==> src/design/icseg_pkg.sv <==
// Shared constants and types for the interval coverage segmenter.
`default_nettype none

package icseg_pkg;

  localparam int unsigned SAMPLES  = 64;
  localparam int unsigned SAMPLE_W = $clog2(SAMPLES);
  localparam int unsigned IDX_W    = 6;
  localparam int unsigned COORD_W  = 31;
  localparam int unsigned MASK_W   = 64;
  localparam int unsigned CNT_W    = 32;

  typedef enum logic [1:0] {
    ST_IDLE,
    ST_SCAN,
    ST_TAIL,
    ST_DECIDE
  } state_e;

endpackage

`default_nettype wire

==> src/design/interval_coverage_segmenter.sv <==
// Top level: sweep-line coverage segmenter with the active ends held in a RAM.
//
//   channel | direction | handshake              | word
//   in      | input     | in_valid_i / in_stall_o | interval_start, interval_end,
//           |           |                        | sample_index, flush
//   out     | output    | out_valid_o / out_stall_i | seg_start, seg_end,
//           |           |                        | sample_mask, seg_number, last_of_run
//
// Every minimum-end search walks the end RAM one entry a cycle.
// An item runs at most as many searches as there are active samples, and no search runs
// when none is active.
// Reset is asynchronous; the end RAM has no reset, entries are read only under the mask.
// A result waits in the output register while the block works on; a stalled output
// holds the block only when the next result is ready.
`default_nettype none

module interval_coverage_segmenter (
  input  wire logic                          clk_i,
  input  wire logic                          rst_ni,
  input  wire logic                          in_valid_i,
  output logic                               in_stall_o,
  input  wire logic [icseg_pkg::COORD_W-1:0] interval_start_i,
  input  wire logic [icseg_pkg::COORD_W-1:0] interval_end_i,
  input  wire logic [icseg_pkg::IDX_W-1:0]   sample_index_i,
  input  wire logic                          flush_i,
  output logic                               out_valid_o,
  input  wire logic                          out_stall_i,
  output logic      [icseg_pkg::COORD_W-1:0] seg_start_o,
  output logic      [icseg_pkg::COORD_W-1:0] seg_end_o,
  output logic      [icseg_pkg::MASK_W-1:0]  sample_mask_o,
  output logic      [icseg_pkg::CNT_W-1:0]   seg_number_o,
  output logic                               last_of_run_o
);

  localparam int unsigned SW = icseg_pkg::SAMPLE_W;
  localparam int unsigned CW = icseg_pkg::COORD_W;
  localparam logic [SW-1:0] LAST_PTR = SW'(icseg_pkg::SAMPLES - 1);

  icseg_pkg::state_e state_q, state_d;

  // end RAM
  logic [CW-1:0] end_mem [icseg_pkg::SAMPLES];
  logic [CW-1:0] rdata_q;
  logic          mem_we;

  // item
  logic [CW-1:0] start_q, end_q;
  logic [SW-1:0] idx_q;
  logic          flush_q;

  // sweep state
  logic [icseg_pkg::SAMPLES-1:0] mask_q;
  logic [CW-1:0]                 segstart_q;
  logic [icseg_pkg::CNT_W-1:0]   cnt_q;

  // search
  logic [SW-1:0] ptr_q, cmp_idx_q, best_idx_q;
  logic          cmp_vld_q, found_q;
  logic [CW-1:0] best_q;

  // output register
  logic          ovld_q;
  logic [CW-1:0] o_start_q, o_end_q;
  logic [icseg_pkg::SAMPLES-1:0] o_mask_q;
  logic [icseg_pkg::CNT_W-1:0]   o_cnt_q;
  logic          o_last_q;

  logic                          idx_ok, accept, slot_free;
  logic                          retire_go, emit_req, act;
  logic [icseg_pkg::SAMPLES-1:0] mask_after;
  logic                          last_emit;

  assign idx_ok    = flush_i ||
                     ({1'b0, sample_index_i} < (icseg_pkg::IDX_W + 1)'(icseg_pkg::SAMPLES));
  assign accept    = in_valid_i && !in_stall_o;
  assign slot_free = !ovld_q || !out_stall_i;

  // next state
  always_comb begin
    state_d = state_q;
    unique case (state_q)
      icseg_pkg::ST_IDLE: begin
        if (in_valid_i && idx_ok) begin
          state_d = (mask_q == '0) ? icseg_pkg::ST_DECIDE : icseg_pkg::ST_SCAN;
        end
      end
      icseg_pkg::ST_SCAN: begin
        if (ptr_q == LAST_PTR) begin
          state_d = icseg_pkg::ST_TAIL;
        end
      end
      icseg_pkg::ST_TAIL: state_d = icseg_pkg::ST_DECIDE;
      icseg_pkg::ST_DECIDE: begin
        if (act) begin
          if (retire_go) begin
            state_d = (mask_after == '0) ? icseg_pkg::ST_DECIDE : icseg_pkg::ST_SCAN;
          end else begin
            state_d = icseg_pkg::ST_IDLE;
          end
        end
      end
      default: state_d = icseg_pkg::ST_IDLE;
    endcase
  end

  // outputs and decisions
  always_comb begin
    in_stall_o = (state_q != icseg_pkg::ST_IDLE);
    retire_go  = found_q && (flush_q || (best_q < start_q));
    mask_after = mask_q & ~(icseg_pkg::SAMPLES'(1) << best_idx_q);
    emit_req   = retire_go || (!flush_q && (mask_q != '0));
    act        = (state_q == icseg_pkg::ST_DECIDE) && (!emit_req || slot_free);
    mem_we     = act && !retire_go && !flush_q;
    last_emit  = retire_go ? (mask_after == '0) : 1'b1;
  end

  always_ff @(posedge clk_i or negedge rst_ni) begin
    if (!rst_ni) begin
      state_q <= icseg_pkg::ST_IDLE;
    end else begin
      state_q <= state_d;
    end
  end

  // end RAM, one write and one read port
  always_ff @(posedge clk_i) begin
    if (mem_we) begin
      end_mem[idx_q] <= end_q;
    end
    rdata_q <= end_mem[ptr_q];
  end

  always_ff @(posedge clk_i) begin
    if (accept) begin
      start_q <= interval_start_i;
      end_q   <= interval_end_i;
      idx_q   <= sample_index_i[SW-1:0];
      flush_q <= flush_i;
    end
  end

  // search walk
  always_ff @(posedge clk_i or negedge rst_ni) begin
    if (!rst_ni) begin
      ptr_q      <= '0;
      cmp_vld_q  <= 1'b0;
      cmp_idx_q  <= '0;
      found_q    <= 1'b0;
      best_q     <= '0;
      best_idx_q <= '0;
    end else begin
      ptr_q     <= (state_q == icseg_pkg::ST_SCAN) ? ptr_q + SW'(1) : '0;
      cmp_vld_q <= (state_q == icseg_pkg::ST_SCAN);
      cmp_idx_q <= ptr_q;
      if (accept || (act && retire_go)) begin
        found_q <= 1'b0;
      end else if (cmp_vld_q && mask_q[cmp_idx_q] && (!found_q || (rdata_q < best_q))) begin
        found_q    <= 1'b1;
        best_q     <= rdata_q;
        best_idx_q <= cmp_idx_q;
      end
    end
  end

  // sweep state update
  always_ff @(posedge clk_i or negedge rst_ni) begin
    if (!rst_ni) begin
      mask_q     <= '0;
      segstart_q <= '0;
      cnt_q      <= '0;
    end else if (act) begin
      if (emit_req) begin
        cnt_q <= cnt_q + icseg_pkg::CNT_W'(1);
      end
      if (retire_go) begin
        mask_q     <= mask_after;
        segstart_q <= best_q;
      end else if (!flush_q) begin
        mask_q     <= mask_q | (icseg_pkg::SAMPLES'(1) << idx_q);
        segstart_q <= start_q;
      end
    end
  end

  // output word register
  always_ff @(posedge clk_i or negedge rst_ni) begin
    if (!rst_ni) begin
      ovld_q <= 1'b0;
    end else if (act && emit_req) begin
      ovld_q <= 1'b1;
    end else if (!out_stall_i) begin
      ovld_q <= 1'b0;
    end
  end

  always_ff @(posedge clk_i) begin
    if (act && emit_req) begin
      o_start_q <= segstart_q;
      o_end_q   <= retire_go ? best_q : start_q;
      o_mask_q  <= mask_q;
      o_cnt_q   <= cnt_q;
      o_last_q  <= last_emit;
    end
  end

  assign out_valid_o   = ovld_q;
  assign seg_start_o   = o_start_q;
  assign seg_end_o     = o_end_q;
  assign sample_mask_o = icseg_pkg::MASK_W'(o_mask_q);
  assign seg_number_o  = o_cnt_q;
  assign last_of_run_o = o_last_q;

endmodule

`default_nettype wire

==> config.mk <==
export PLATFORM = sky130hd
export DESIGN_NAME = interval_coverage_segmenter
export DESIGN_NICKNAME = d
export VERILOG_FILES = /design/src/design/icseg_pkg.sv /design/src/design/interval_coverage_segmenter.sv
export SDC_FILE = /design/constraint.sdc
export NUM_CORES = 2
export LEC_CHECK = 0
export BUFFER_PORTS_ARGS = -buffer_cell sky130_fd_sc_hd__buf_4
export CAP_MARGIN = 15
export CORE_MARGIN = 2
export CORE_UTILIZATION = 25
export CTS_BUF_LIST = sky130_fd_sc_hd__clkbuf_16
export DETAILED_ROUTE_END_ITERATION = 8
export GPL_ROUTABILITY_DRIVEN = 1
export HOLD_SLACK_MARGIN = 0.15
export PLACE_DENSITY = 0.47
export SLEW_MARGIN = 20
export SYNTH_ARGS = -nofsm -noshare
export SYNTH_HDL_FRONTEND = slang
export SYNTH_SLANG_ARGS = --single-unit
==> constraint.sdc <==
create_clock -name clk_i -period 21.7 [get_ports clk_i]
set_input_delay 4.34 -clock clk_i [delete_from_list [all_inputs] [get_ports clk_i]]
set_output_delay 4.34 -clock clk_i [all_outputs]
set_load 0.02 [all_outputs]
* Word level (Yosys, flattened, before mapping)
Memories as Yosys holds them, arrays and structs flattened. A register that Yosys moved wholly into a read port is not among the register bits.
Index checks and enable logic that the tools add are counted.
** Word-level totals
- Bits in registers :: 409
- Bits in writable memories :: 1984
- Input port bits :: 73
- Output and inout port bits :: 161
- Logic and storage cells :: 95
- Memories :: 1
** Memories
- end_mem :: words 64, width 31, read ports 1, clocked after memory_dff 1, write ports 1, RTL line interval_coverage_segmenter.sv:42 : logic [CW-1:0] end_mem [icseg_pkg::SAMPLES];
** Operators by class
- Add/sub/neg operators :: 2
- Order comparisons :: 3
- Eq/ne operators :: 9
- Shifts and indexed selects :: 2
- Multiplexer cells :: 21
- Bitwise operators :: 4
- Reductions and logical operators :: 33
** Operators by type and width (number)
- $logic_not A64 Y1 :: 2
- $mux W64 :: 2
- $shl A1 B6 Y64 const A :: 2
- $mux W31 :: 3
- $and A64 B64 Y64 :: 1
- $not A64 Y64 :: 1
- $or A64 B64 Y64 :: 1
- $reduce_bool A64 Y1 :: 1
- $lt A31 B31 Y1 :: 2
- $add A32 B1 Y32 const B :: 1
- $mux W2 :: 6
- $logic_and A1 B1 Y1 :: 10
- $pmux W2 S4 :: 1
- $logic_not A1 Y1 :: 7
- $lt A6 B7 Y1 const B :: 1
- $mux W1 :: 7
- $add A6 B1 Y6 const B :: 1
- $bmux W1 S6 :: 1
- $eq A6 B6 Y1 const B :: 1
- $logic_or A1 B1 Y1 :: 6
- $mux W6 :: 1
- $ne A2 B2 Y1 const B :: 3
- $reduce_and A2 Y1 :: 3
- $eq A2 B2 Y1 const B :: 2
- 6 further kinds :: 8

* Longest topological paths before layout
- Depth in word-level cells :: 11
- Mapped depth :: 13
- Gate-level depth less buffers :: 11

* Worst setup path before layout
OpenSTA, ideal clock, no wires.
- Kind :: input to register
- Start point :: input out_stall_i
- End point :: register cnt_q[12] (netlist name)
- Library setup time :: 0.105 ns
- Arrival time :: 10.325 ns
- Required time :: 21.595 ns
- Setup slack :: 11.270 ns
- Cell stages on the path :: 7
- Buffers on the path :: 2
- Cell sequence :: a21oi_1 > clkbuf_1 > o21ai_1 > inv_1 > buf_1 > nand3_1 > xnor2_1
** Between the ends
- Longest elaborated chain between the ends :: 5
** RTL lines
- from (decl) :: RTL line interval_coverage_segmenter.sv:27 : input wire logic out_stall_i,
- $logic_not A1 Y1
- $logic_or A1 B1 Y1 :: RTL line interval_coverage_segmenter.sv:76 : assign slot_free = !ovld_q || !out_stall_i;
- $logic_or A1 B1 Y1 :: RTL line interval_coverage_segmenter.sv:112 : act = (state_q == icseg_pkg::ST_DECIDE) && (!emit_req || slot_free);
- $logic_and A1 B1 Y1 :: RTL line interval_coverage_segmenter.sv:112
- $reduce_and A2 Y1 (no line)
- to (signal assigned) :: RTL line interval_coverage_segmenter.sv:173 : cnt_q <= cnt_q + icseg_pkg::CNT_W'(1);
- to (decl) :: RTL line interval_coverage_segmenter.sv:54 : logic [icseg_pkg::CNT_W-1:0] cnt_q;
No other way between the ends.
A chain may end at the register's enable or synchronous reset.

* Worst setup path in the final report
- Start point :: input out_stall_i
- End point :: memory end_mem[26][25] (netlist name), enable pin
** Between the ends
- Longest elaborated chain between the ends :: 8
** RTL lines
- $logic_not A1 Y1
- $logic_or A1 B1 Y1 :: RTL line interval_coverage_segmenter.sv:76
- $logic_or A1 B1 Y1 :: RTL line interval_coverage_segmenter.sv:112
- $logic_and A1 B1 Y1 :: RTL line interval_coverage_segmenter.sv:112
- $logic_and A1 B1 Y1 (2 in a row) :: RTL line interval_coverage_segmenter.sv:113 : mem_we = act && !retire_go && !flush_q;
- $mux W1 :: RTL line interval_coverage_segmenter.sv:127 : if (mem_we) begin
- $mux W1 (not written as such) :: RTL line interval_coverage_segmenter.sv:128 : end_mem[idx_q] <= end_q;
- to (decl) :: RTL line interval_coverage_segmenter.sv:42
No other way between the ends.

==> metrics.cfg <==
[sta]
slew-limit-headroom_pct = 21.2
fin_crit_ps = 6710
finalSetupViolCount = 0
period_share_pct = 30.9
hold_viol_final = 0
fmax_mhz = 149
tns_ps = 0
tightest_slew_ps = 1180
fin_skew_ps = 52.7
fin_ws_ps = 14990
grt_setup_unrepaired = false
drv_slew = 0

[power_and_ir_drop]
power.switching_mw = 3.76
power.share.combinational_pct = 21.5
seqPwrFrac_pct = 45.7
internal-power_mw = 8.82
swShare_pct = 29.9
p_clk_share_pct = 32.8
leakagePower_nw = 34.8
power_density_nw_per_um2 = 113
ir_worst_vdd_uv = 64.6

[die]
io_pins = 234
core_area_um2 = 378000
dieArea_um2 = 384000
start_util_pct = 25.0
die_w_um = 619
num_rows = 226
die_y_um = 619

[detailed_routing]
drtIter0Drc = 5411
wire_per_inst_um = 26.4
vias = 50395
first_pass_iters = 5
vias_per_cell = 4.69
drc = 0
ant_nets = 0
wirelength_um = 284000

[grt]
grt_pass1_wl_um = 395000
antenna_found_initial = 20
grt_usage_pct = 14.4
grt_overflow_total = 0
grt_pass1_vias = 49485
grt_max_degree = 129

[clock_network]
htree_levels = 4
root_buffer = clkbuf_16
clock-sinks = 2424
clock_path_buffers = 4
cts_setup_buffers = 0
cts_buffers = 249
clkLatencyLatePin_ps = 910
path_clk_slew_ps = 60
cts_resized = 0
cts_tree = built
holdBufCountCts = 0

[setup_path]
crit_cells = 6
cp_data_arrival_time_ps = 7210
cp.required_ps = 22200
critPathMaxFanout = 31
slowest_delay_ps = 880
reg2reg_depth = 9
cp-start-kind = input pin
worstSetupPathType = in2reg
cpMaxStageDelayCell = nor2_4
end_kind = flip-flop
path_buf_inv = 2
critPathMostFrequentCell = buf_4
crit_chain = buf_4 -> a311o_1 -> or3_2 -> or2_2 -> buf_4 -> nor2_4
crit_family = simple AND/OR/NAND/NOR gates

[finish]
postLayoutCoreUtil_pct = 29.4
drive_above_1_share_pct = 22.5
layout.nets = 5647
syn2layout_area_growth_pct = 17.4
fill_cells = 37046

[logic_synthesis]
async_flop_share_pct = 7.47
yosys.area.top_type = edfxtp_1
syn-num-nets = 5306
yosys-top-cells-area = edfxtp_1 (70%), mux4_2 (7.0%), dfrtp_1 (4.8%)
ys_ff_latch = 2424
synth.distinct_cells = 70
synth_ff_type = edfxtp_1
synth_common_cells = edfxtp_1 (2212), mux2i_1 (380), mux4_2 (296), a21oi_1 (291), o21ai_0 (247)
yosysWarnings = 0
syn_inst = 5171
postSynthAreaPerCell_um2 = 18.3
yosysTopAreaCellShare_pct = 70.1
yosysSeqAreaShare_pct = 75.6
yosysMostFrequentCell = edfxtp_1
synth_edf_count = 2212
syn-cell-area_um2 = 94700

[min_path]
hold_path_depth = 0
hold_class = reg2reg

[run_status]
outcome = finished, final reports clean

[place]
dp_hpwl_um = 180000
dpl_worst_slack_ps = 14090
io_buffers = 233
place_congestion = 0.858

[run]
cap_violations = 0

[through the flow]
| stage | instance area (um2) | hold WS [ps] | power (mW) | instances |
|---|---|---|---|---|
| final | 111000 | 443 | 12.6 | 10743 |
| after global routing | 111000 | 457 | 13.0 | 10734 |
| after CTS | 111000 | 445 | 12.7 | 10725 |
| after detailed placement | 103000 | 432 | 8.59 | 10271 |
| after global placement | 103000 | 428 | 8.55 | 10266 |
| after floorplan | 94700 | 352 | 7.41 | 5171 |
[worst reg2reg max path, cell delays in order, from the launching register on]
cell	delay [ps]
dfrtp_4	810
buf_4	750
buf_4	750
buf_12	590
buf_4	870
mux2i_1	200
o21ai_0	580
o22ai_1	190
a21oi_1	720
mux4_2	410
[layer usage]
layer | up-vias | GRT usage (%) | wire length [um]
met5 | - | 0 | 17
met2 | 1726 | 22.5 | 129000
met3 | 333 | 2.04 | 17600
met1 | 26717 | 20.8 | 130000
met4 | 2 | 3.98 | 7570
li1 | 21617 | - | -
[kinds of logic after synthesis]
| group | share of synthesized area [%] |
|---|---|
| flops | 75.6 |
| compound gates | 5.61 |
| mux | 13.4 |
| simple gates | 2.80 |
| buf+inv | 1.52 |
| fa+ha+maj | 0.819 |
| xor+xnor | 0.324 |
[power groups by stage]
stage | Sequential [mW] | Clock (mW) | Combinational, mW
after floorplan | 5.84 | 0 | 1.57
after global placement | 5.83 | 0 | 2.73
after detailed placement | 5.83 | 0 | 2.75
after CTS | 5.74 | 4.22 | 2.76
after global routing | 5.76 | 4.40 | 2.89
final | 5.74 | 4.13 | 2.71
[state kept, by name, summed over array words and instances (netlist names), 31 cells and up]
name and flops:
sample_mask_o 64, seg_number_o 32, best_q 31, end_q 31, segstart_q 31, cnt_q 32
mask_q 64, start_q 31, rdata_q 31, seg_start_o 31, seg_end_o 31, end_mem 1984
[placed cells by master (no fill, tap or decap), types with 8 or more instances in the layout]
cell | synthesis | layout
o32ai_1 | 15 | 15
diode_2 | 0 | 12
o31ai_1 | 9 | 9
nand2b_1 | 20 | 19
o21ai_0 | 247 | 246
o221ai_1 | 125 | 125
o22a_1 | 9 | 9
mux2i_1 | 380 | 380
dfxtp_1 | 31 | 31
and3_1 | 8 | 8
bufinv_16 | 0 | 21
xnor2_1 | 17 | 17
edfxtp_1 | 2212 | 2212
clkbuf_16 | 0 | 252
dfrtp_1 | 181 | 175
ha_1 | 62 | 62
xor2_1 | 18 | 18
inv_1 | 74 | 132
nor2_1 | 107 | 55
nand3_1 | 29 | 29
mux4_2 | 296 | 296
nand2_1 | 233 | 231
nor3_1 | 30 | 24
o21a_1 | 8 | 8
nor4_1 | 23 | 23
clkinv_1 | 0 | 64
a31oi_1 | 11 | 11
mux2_2 | 191 | 191
o22ai_1 | 127 | 127
buf_12 | 0 | 13
buf_4 | 2 | 351
nor2_4 | 0 | 52
or2_2 | 12 | 13
a21oi_1 | 291 | 290
nor3_2 | 8 | 8
clkinv_2 | 0 | 41
nor2b_1 | 10 | 10
nand4_1 | 21 | 21
[layout make-up]
cell class,count,area [um2],share of cell area (%)
Sequential cell,2424,71600,64.4
Inverter,74,283,0.254
Clock inverter,202,1480,1.33
Timing Repair Buffer,368,2980,2.68
Antenna cell,12,30.0,0.0270
Tap cell,5016,6280,5.65
Multi-Input combinational cell,2395,22200,20.0
Clock buffer,252,6310,5.67
[path summary, 6_finish.rpt]
kind                                   end          start  slack [ps]
hold reg to reg             seg_start_o[0]  segstart_q[0]         440
setup reg to reg               rdata_q[23]       ptr_q[0]       15760
setup / recovery           end_mem[26][25]    out_stall_i       14990
min in group asynchronous    segstart_q[4]         rst_ni        3430
hold / removal              seg_start_o[0]  segstart_q[0]         440
max in group asynchronous         ptr_q[3]         rst_ni       16140
No activity file was read; power rests on OpenSTA's default activity.
